==> src/design/phr_pkg.sv <==
// ----------------------------------------------------------------------------
// phr_pkg
// Shared constants, operation codes and the cell-to-cell struct for the
// position history ring.
// ----------------------------------------------------------------------------
package phr_pkg;
  localparam int Depth = 32;
  localparam int IdxW = 8;
  localparam int PosW = 31;
  localparam int CntW = 9;
  localparam int PtrW = $clog2(Depth);

  localparam logic [3:0] FN_RECORD = 4'd0;
  localparam logic [3:0] FN_PREV   = 4'd1;
  localparam logic [3:0] FN_NEXT   = 4'd2;
  localparam logic [3:0] FN_CUR    = 4'd3;
  localparam logic [3:0] FN_FIND   = 4'd4;
  localparam logic [3:0] FN_GET    = 4'd5;
  localparam logic [3:0] FN_COUNT  = 4'd6;
  localparam logic [3:0] FN_CLRALL = 4'd7;
  localparam logic [3:0] FN_CLRRNG = 4'd8;

  // slot contents as seen by neighbours
  typedef struct packed {
    logic            valid;
    logic [PosW-1:0] value;
  } slot_t;

  // control broadcast from the sequencer to every cell
  typedef struct packed {
    logic            rotate;  // shift the ring by one place
    logic            clr_all;
    logic            clr_rng; // clear the cell at the head if in range
    logic            wr_head;
    logic [PosW-1:0] lo;
    logic [PosW-1:0] hi;
    logic [PosW-1:0] wdata;
  } cell_ctl_t;
endpackage

==> src/design/phr_cell.sv <==
// ----------------------------------------------------------------------------
// phr_cell
// One slot of the ring; on rotate takes its neighbour's slot, which the head may clear.
// ----------------------------------------------------------------------------
module phr_cell (
  input  logic              clk,
  input  logic              rst,
  input  phr_pkg::cell_ctl_t ctl,
  input  logic              is_head,
  input  phr_pkg::slot_t    from_nb,
  output phr_pkg::slot_t    slot
);
  import phr_pkg::*;

  // range test on the slot arriving at the head
  logic in_rng;
  assign in_rng = from_nb.valid && from_nb.value >= ctl.lo && from_nb.value <= ctl.hi;

  always_ff @(posedge clk) begin
    if (rst || ctl.clr_all) begin
      slot.valid <= 1'b0;
      slot.value <= '0;
    end else if (ctl.rotate) begin
      if (is_head && ctl.clr_rng && in_rng) slot <= '0;
      else slot <= from_nb;
    end else if (is_head && ctl.wr_head) begin
      slot.valid <= 1'b1;
      slot.value <= ctl.wdata;
    end
  end
endmodule

==> src/design/position_history_ring_top.sv <==
// ----------------------------------------------------------------------------
// position_history_ring_top
// Circular history of positions built as a rotating chain of slot cells.
// ----------------------------------------------------------------------------
// Usage:
//  - Input channel in_valid/in_ready carries func, position, range_end and
//    slot_index; each transaction gives exactly one result transaction on
//    out_valid/out_ready (result_value, found, found_index, mark_count).
//  - The slots form a ring of cells that rotates by one place per cycle
//    while an operation aligns or walks. A rotation offset tracks which
//    cell sits at the head (cell 0); only the head is read or written,
//    but for clear all. Clear range empties slots as they arrive at the head.
//  - Every accepted operation with a valid code and slot index first
//    rotates the wanted slot to the head, then (for walking ops) sweeps
//    the whole ring once. The steps are accept, align, walk and register
//    the result; the single-step rotation sets how long align and walk take.
//  - One transaction is in flight at a time; in_ready is high only while
//    idle, which is the cycle after the result is taken, so no new
//    transaction is accepted before the last result is taken. The result
//    sits in an output register until taken; a stalled receiver holds the block.
//  - Reset empties all slots, sets current to 0 and insert to Depth-1.
// ----------------------------------------------------------------------------
module position_history_ring_top (
  input  logic                  clk,
  input  logic                  rst,
  input  logic                  in_valid,
  output logic                  in_ready,
  input  logic [3:0]            func,
  input  logic [30:0]           position,
  input  logic [30:0]           range_end,
  input  logic [7:0]            slot_index,
  output logic                  out_valid,
  input  logic                  out_ready,
  output logic signed [31:0]    result_value,
  output logic                  found,
  output logic [7:0]            found_index,
  output logic [phr_pkg::CntW-1:0] mark_count
);
  import phr_pkg::*;

  localparam logic [1:0] ST_IDLE = 2'd0;
  localparam logic [1:0] ST_ALIGN = 2'd1;
  localparam logic [1:0] ST_WALK = 2'd2;
  localparam logic [1:0] ST_OUT = 2'd3;

  slot_t     slots [Depth];
  cell_ctl_t ctl;
  logic [1:0] state;
  logic [PtrW-1:0] head;     // logical index sitting in cell 0
  logic [PtrW-1:0] target;
  logic [PtrW-1:0] cur_ptr, ins_ptr;
  logic [PtrW:0]   steps;
  logic [3:0]      op;
  logic [PosW-1:0] pos_q, end_q;
  logic            dir_fwd;
  logic [31:0]     oldw;
  logic            hit;
  logic [PtrW-1:0] hit_idx;
  logic [31:0]     hit_w;
  logic            nb_valid;  // first slot stepped to during a browse
  logic [PtrW-1:0] nb_idx;

  genvar g;
  generate
    for (g = 0; g < Depth; g++) begin : g_cell
      // forward rotation: cell g takes cell g+1, so head index advances
      phr_cell u_cell (
        .clk(clk), .rst(rst), .ctl(ctl), .is_head(g == 0),
        .from_nb(dir_fwd ? slots[(g+1)%Depth] : slots[(g+Depth-1)%Depth]),
        .slot(slots[g])
      );
    end
  endgenerate

  logic [31:0] head_w;
  assign head_w = slots[0].valid ? {1'b0, slots[0].value} : 32'hFFFF_FFFF;

  function automatic logic [PtrW-1:0] inc(input logic [PtrW-1:0] a);
    inc = (a == PtrW'(Depth-1)) ? '0 : a + 1'b1;
  endfunction
  function automatic logic [PtrW-1:0] dec(input logic [PtrW-1:0] a);
    dec = (a == '0) ? PtrW'(Depth-1) : a - 1'b1;
  endfunction

  logic walk_op;
  assign walk_op = (op == FN_PREV) || (op == FN_NEXT) || (op == FN_FIND) ||
                   (op == FN_COUNT) || (op == FN_CLRRNG);

  always_comb begin
    ctl = '0;
    ctl.lo = pos_q;
    ctl.hi = end_q;
    ctl.wdata = pos_q;
    if (state == ST_ALIGN && head != target) ctl.rotate = 1'b1;
    if (state == ST_ALIGN && head == target) begin
      ctl.wr_head = (op == FN_RECORD);
      ctl.clr_all = (op == FN_CLRALL);
    end
    if (state == ST_WALK) begin
      ctl.clr_rng = (op == FN_CLRRNG);
      ctl.rotate = 1'b1;
    end
  end

  assign in_ready = (state == ST_IDLE);

  always_ff @(posedge clk) begin
    if (rst) begin
      state <= ST_IDLE;
      head <= '0;
      cur_ptr <= '0;
      ins_ptr <= PtrW'(Depth-1);
      out_valid <= 1'b0;
      dir_fwd <= 1'b1;
    end else begin
      case (state)
        ST_IDLE: if (in_valid) begin
          op <= func;
          pos_q <= position;
          end_q <= range_end;
          steps <= '0;
          hit <= 1'b0;
          hit_idx <= '0;
          hit_w <= 32'hFFFF_FFFF;
          result_value <= '1;
          found <= 1'b0;
          found_index <= '0;
          mark_count <= '0;
          case (func)
            FN_RECORD: begin
              target <= inc(ins_ptr);
              dir_fwd <= 1'b1;
            end
            FN_PREV: begin
              target <= cur_ptr;
              dir_fwd <= 1'b0;
            end
            FN_NEXT, FN_CUR: begin
              target <= cur_ptr;
              dir_fwd <= 1'b1;
            end
            FN_GET: begin
              target <= slot_index[PtrW-1:0];
              dir_fwd <= 1'b1;
            end
            default: begin
              target <= '0;
              dir_fwd <= 1'b1;
            end
          endcase
          state <= (func == FN_GET && slot_index >= IdxW'(Depth)) ? ST_OUT :
                   (func > FN_CLRRNG) ? ST_OUT : ST_ALIGN;
        end
        ST_ALIGN: begin
          if (head != target) begin
            head <= dir_fwd ? inc(head) : dec(head);
          end else begin
            oldw <= head_w;
            if (op == FN_RECORD) begin
              ins_ptr <= target;
              cur_ptr <= target;
            end
            if (op == FN_CLRALL) begin
              cur_ptr <= '0;
              ins_ptr <= PtrW'(Depth-1);
            end
            if (op == FN_CUR || op == FN_GET) result_value <= head_w;
            state <= walk_op ? ST_WALK : ST_OUT;
          end
        end
        ST_WALK: begin
          head <= dir_fwd ? inc(head) : dec(head);
          steps <= steps + 1'b1;
          // the last step revisits the first slot, so it is not counted
          if (op == FN_COUNT && slots[0].valid && steps != (PtrW+1)'(Depth))
            mark_count <= mark_count + 1'b1;
          if (op == FN_FIND && !found && slots[0].valid && slots[0].value == pos_q) begin
            found <= 1'b1;
            found_index <= IdxW'(head);
          end
          // with no differing slot, a browse still lands on its first
          // neighbour when that neighbour holds a copy of the old value
          if (steps == (PtrW+1)'(1)) begin
            nb_valid <= slots[0].valid;
            nb_idx <= head;
          end
          // browse: first non-empty slot differing from the old word
          if ((op == FN_PREV || op == FN_NEXT) && steps != '0 && !hit &&
              slots[0].valid && head_w != oldw) begin
            hit <= 1'b1;
            hit_idx <= head;
            hit_w <= head_w;
          end
          if (steps == (PtrW+1)'(Depth)) state <= ST_OUT;
        end
        default: begin
          if (!out_valid) begin
            if (op == FN_PREV || op == FN_NEXT) begin
              if (hit) begin
                result_value <= hit_w;
                cur_ptr <= hit_idx;
              end else begin
                result_value <= oldw;
                if (nb_valid) cur_ptr <= nb_idx;
              end
            end
            out_valid <= 1'b1;
          end else if (out_ready) begin
            out_valid <= 1'b0;
            state <= ST_IDLE;
          end
        end
      endcase
    end
  end
endmodule

==> config.mk <==
export PLATFORM = sky130hd
export DESIGN_NAME = position_history_ring_top
export DESIGN_NICKNAME = d
export VERILOG_FILES = /design/src/design/phr_pkg.sv /design/src/design/phr_cell.sv /design/src/design/position_history_ring_top.sv
export SDC_FILE = /design/constraint.sdc
export NUM_CORES = 2
export LEC_CHECK = 0
export BUFFER_PORTS_ARGS = -buffer_cell sky130_fd_sc_hd__buf_4
export CORE_MARGIN = 5
export CORE_UTILIZATION = 50
export DETAILED_ROUTE_END_ITERATION = 6
export GPL_ROUTABILITY_DRIVEN = 0
export PLACE_DENSITY = 0.7
export RECOVER_POWER = 100
export SLEW_MARGIN = 20
export SYNTH_ARGS = -nofsm -noshare
export SYNTH_HDL_FRONTEND = slang
export SYNTH_SLANG_ARGS = --single-unit
==> constraint.sdc <==
create_clock -name clk -period 6.4 [get_ports clk]
set_input_delay 0.32 -clock clk [delete_from_list [all_inputs] [get_ports clk]]
set_output_delay 0.32 -clock clk [all_outputs]
set_load 0.03 [all_outputs]
# After elaboration in Yosys (flattened, before gate mapping)
# Cells that the tools add are included.
# Widths: inputs -> output; s select.
# op_classes
n_reduce_logical,53
eq_ne,34
n_addsub,5
n_lt_le_gt_ge,4
n_mux,94
bitwise_logic,4
# ops
operator,count
$mux 32,43
$pmux 32 s3,1
$mux 5,15
$pmux 32 s2,1
$ne 32x32->1,1
$eq 31x31->1,1
$ge 31x31->1,1
$le 31x31->1,1
$pmux 5 s2,3
$eq 4x3->1 const B,5
$mux 9,2
$pmux 9 s2,1
$eq 4x2->1 const B,4
$mux 8,2
$pmux 8 s2,1
$logic_and 1x1->1,15
$pmux 5 s3,1
$reduce_and 3->1,5
$mux 2,7
$ne 2x1->1 const B,7
$mux 1,12
$pmux 6 s2,1
$reduce_and 4->1,3
$add 5x1->5 const B,2
37 further kinds,59
# word_totals
inputBits,78
register_bits,1246
output_inout_bits,52
elab_cells,279

# Depth between registers and ports, before layout
# logic_depth
ltp_word,8
mapped_depth,13
mapped_depth_nobuf,9

# By module
# A second synthesis with hierarchy kept.
# hier_totals
hier_cells,15964
area_unflattened_um2,125790.6
# modules_own_cells
mod,area_each_um2,cells_each,seq_area_each_um2,instances
phr_cell,3224.3,436,640.6,32
position_history_ring_top,22611.7,2012,6386.1,1

# Worst setup path before layout
# No wires, ideal clock.
# synth_timing
kind,reg-to-reg
from,reg state[0]
to,reg end_q[0] (enable)
n_path_buf,1
arrival_time_ns,4.234
setup_time_ns,0.501
required_time_ns,5.899
stages_incl_launch_ff,6
period_less_slack_ns,4.735
setup_slack_ns,1.665
cell_sequence,dfxtp_1 -> inv_1 -> ha_1 -> clkbuf_1 -> nand2_1 -> nor2_1
# synth_via
elab_chain_len,2
# synth_rtl
item,line,rtl
start: declaration,position_history_ring_top.sv:48,logic [1:0] state;
start signal: assignment,position_history_ring_top.sv:151,state <= (func == FN_GET && slot_index >= IdxW'(Depth)) ? ST_OUT :
start signal: assignment,position_history_ring_top.sv:168,state <= walk_op ? ST_WALK : ST_OUT;
$logic_not 2->1,--,
net in_ready,position_history_ring_top.sv:27,"output logic in_ready,"
$reduce_and 3->1 (no source line),--,
end signal: assignment,position_history_ring_top.sv:120,end_q <= range_end;
end: declaration,position_history_ring_top.sv:54,"logic [PosW-1:0] pos_q, end_q;"
# The timed path passes the listed nets, and every way through them passes these cells.
# A chain may end at the register's enable or synchronous reset.

# Final worst setup path
# layout_timing
from,reg op[1]
to,reg g_cell[15].u_cell.slot[9] (netlist bit)
# layout_via
elab_chain_len,3
# layout_rtl
item,line,rtl
start: declaration,position_history_ring_top.sv:53,logic [3:0] op;
start signal: assignment,position_history_ring_top.sv:118,op <= func;
$eq 4x3->1,position_history_ring_top.sv:97,ctl.clr_all = (op == FN_CLRALL);
$mux 1,position_history_ring_top.sv:95,if (state == ST_ALIGN && head == target) begin
$logic_or 1x1->1,phr_cell.sv:20,if (rst || ctl.clr_all) begin
end signal: assignment,phr_cell.sv:25,else slot <= from_nb;
end: declaration,phr_cell.sv:11,output phr_pkg::slot_t slot
# Every way passes these cells.

==> impl_metrics.env <==
export IMPL_dr_total_vias=41000
export IMPL_viasPerCell=5.68
export IMPL_required_ns=6.86
export IMPL_core_area_um2=114000
export IMPL_leakage_nw=28.4
export IMPL_drv_slew=657
export IMPL_htree_levels=4
export IMPL_post_drt_wl_per_cell_um=17.1
export IMPL_rsz0062_at_grt="no"
export IMPL_overflow=0
export IMPL_crit_fanout=218
export IMPL_grt_max_degree=229
export IMPL_synth_area_leader_cell="dfxtp_1"
export IMPL_port_buffers=126
export IMPL_clock_skew_final_ns=0.0210
export IMPL_antenna_found_initial=1
export IMPL_synthesis_area_um2=57100
export IMPL_synth_seq_area_share_pct=47.1
export IMPL_final_hold_viol_count=0
export IMPL_synth_area_top_cells="dfxtp_1, mux2i_1, a211oi_1"
export IMPL_cts_tree="built"
export IMPL_clkTransAtPathRegs_ns=0.05
export IMPL_avgSynthCellArea_um2=9.97
export IMPL_dieWidth_um=348
export IMPL_grt_pass1_vias=38100
export IMPL_placedInstanceArea_um2=58300
export IMPL_crit_arrival_ns=5.43
export IMPL_drv_cap=8
export IMPL_layout_cells_non_filler=7208
export IMPL_synthArstFlopShare_pct=0
export IMPL_hold_class="in2reg"
export IMPL_violations="max-capacitance violations, max-slew violations"
export IMPL_first_iter_violations=3370
export IMPL_power_density_nw_per_um2=438
export IMPL_setup_worst_path_start_class="flip-flop"
export IMPL_drive_gt1_share_pct=6.87
export IMPL_cts_root_buf="clkbuf_16"
export IMPL_min_period_ns=4.97
export IMPL_ys_ff_latch=1243
export IMPL_status="complete, but fails checks"
export IMPL_numCtsBuffers=131
export IMPL_synth_cell_type_count=72
export IMPL_max_slew_margin_pct=-173
export IMPL_critical_path_class="reg2reg"
export IMPL_cts_resized=0
export IMPL_end_kind="flip-flop"
export IMPL_grt_total_usage_pct=19.5
export IMPL_ys_warn_count=0
export IMPL_final_antenna_net_count=0
export IMPL_ioPinCount=130
export IMPL_synth_cells=5729
export IMPL_peakVddDrop_mv=0.347
export IMPL_routed_wirelength_um=123000
export IMPL_cts_sinks=1243
export IMPL_first_pass_iters=7
export IMPL_die_area_um2=121000
export IMPL_dp_cells=6899
export IMPL_setup_viol=0
export IMPL_finalCritPeriodShare_pct=77.6
export IMPL_synth_ff_type="dfxtp_1"
export IMPL_placementRows=124
export IMPL_tns_ns=0
export IMPL_nets=5748
export IMPL_synth_edf_count=200
export IMPL_clkLatencyLatePin_ns=0.73
export IMPL_worstMarginPinSlew_ns=4.10
export IMPL_initial_utilization_pct=50.2
export IMPL_drc_errors=0
export IMPL_dp_hpwl_um=75400
export IMPL_clockBufferDepth=3
export IMPL_dieHeight_um=348
export IMPL_max_freq_mhz=201
export IMPL_final_cell_area_um2=63100
export IMPL_synth_top_area_share_pct=36.6
export IMPL_grt_pass1_wl_um=202000
export IMPL_area_growth_pct=10.5
power breakdown:
group / total (mW) / internal [mW] / switching (mW) / leakage (nW)
Combinational: 8.20 / 3.33 / 4.87 / 16.0
Clock: 7.55 / 4.46 / 3.09 / 2.12
Sequential: 11.9 / 10.0 / 1.87 / 10.3
Total: 27.6 / 17.8 / 9.82 / 28.4
final timing paths:
check | start | endpoint | slack (ns) | cells after the start
worst max register to register | op[1] | g_cell[15].u_cell.slot[9] | 1.43 | 5
worst min register to register | cur_ptr[1] | cur_ptr[1] | 0.50 | 2
worst min-delay path | slot_index[0] | target[0] | 0.06 | 3
worst max-delay path | op[1] | g_cell[15].u_cell.slot[9] | 1.43 | 5
logic make-up after synthesis:
family	Yosys count	synth area share, %
flops	1243	47.1
compound gates	1230	16.0
buf+inv	639	4.93
fa+ha+maj	76	1.66
xor+xnor	59	0.905
simple gates	1393	10.3
mux	1088	19.1
other cells	1	0.00657
per-layer routing:
layer	share of wire (%)	up-vias	global-route usage, %
met1	47	19200	27.3
met5	0	-	0
met3	4.9	216	3.26
met2	45	841	30.9
li1	-	20700	-
met4	3.1	0	6.62
registers in the layout (all words and copies together), names as in the netlist, 6 cells and up:
signal,flops
end_q,31
hit_w,32
oldw,32
pos_q,31
steps,6
g_cell.u_cell.slot,1024
result_value,32
mark_count,9
metrics by stage:
step | setup slack, ns | hold WS, ns | power, mW | util [%]
after global placement | 2.40 | 0.471 | 19.8 | 51.2
after global routing | 1.11 | 0.0879 | 29.6 | 55.4
after detailed placement | 2.41 | 0.487 | 20.2 | 51.2
after floorplan | 1.67 | 0.403 | 18.4 | -
after CTS | 2.38 | 0.00727 | 27.9 | 55.6
final | 1.43 | 0.0557 | 27.6 | 55.4
timing repair:
action                     CTS  global route
hold buffers                74             0
setup buffers                0             0
hold endpoints to repair    84             0
setup endpoints to repair    0             0
Yosys cell counts, drive strengths merged (22+ instances only):
cell / n
nand2: 55
dfxtp: 1043
nor2: 1100
a21oi: 45
mux2: 25
o21ai: 28
nand2b: 65
nand3: 22
inv: 112
a31oi: 40
clkbuf: 213
buf: 313
or2: 34
edfxtp: 200
mux2i: 1063
xnor2: 43
ha: 76
o32a: 32
a211oi: 1002
cell type report:
| class | instances | area [um2] |
|---|---|---|
| Antenna cell | 1 | 2.50 |
| Clock buffer | 191 | 3840 |
| Clock inverter | 43 | 469 |
| Fill cell | 9741 | 50800 |
| Inverter | 113 | 424 |
| Multi-Input combinational cell | 3849 | 27400 |
| Sequential cell | 1243 | 26900 |
| Tap cell | 1512 | 1890 |
| Timing Repair Buffer | 256 | 2120 |
cells in the final DEF, fill, tap and decap left out, types with 27 or more instances in the layout:
| cell type | count |
|---|---|
| nand2_1 | 55 |
| nor2_1 | 1098 |
| buf_4 | 35 |
| a31oi_1 | 39 |
| o21ai_0 | 27 |
| nand2b_1 | 64 |
| edfxtp_1 | 200 |
| dlygate4sd3_1 | 74 |
| inv_1 | 112 |
| mux2i_1 | 1063 |
| o32a_1 | 31 |
| clkbuf_4 | 61 |
| or2_2 | 34 |
| ha_1 | 76 |
| clkbuf_16 | 137 |
| a21oi_1 | 44 |
| xnor2_1 | 43 |
| a211oi_1 | 1002 |
| dfxtp_1 | 1042 |
| clkbuf_1 | 98 |
worst max-delay path: stages, from the launching register on:
cell and delay [ns]:
edfxtp_1 0.65, nand3_1 0.22, nor2_1 0.57, a31o_1 1.04, clkbuf_4 1.91, a211oi_1 0.14
Note: power is estimated with default switching activity, not from simulation.
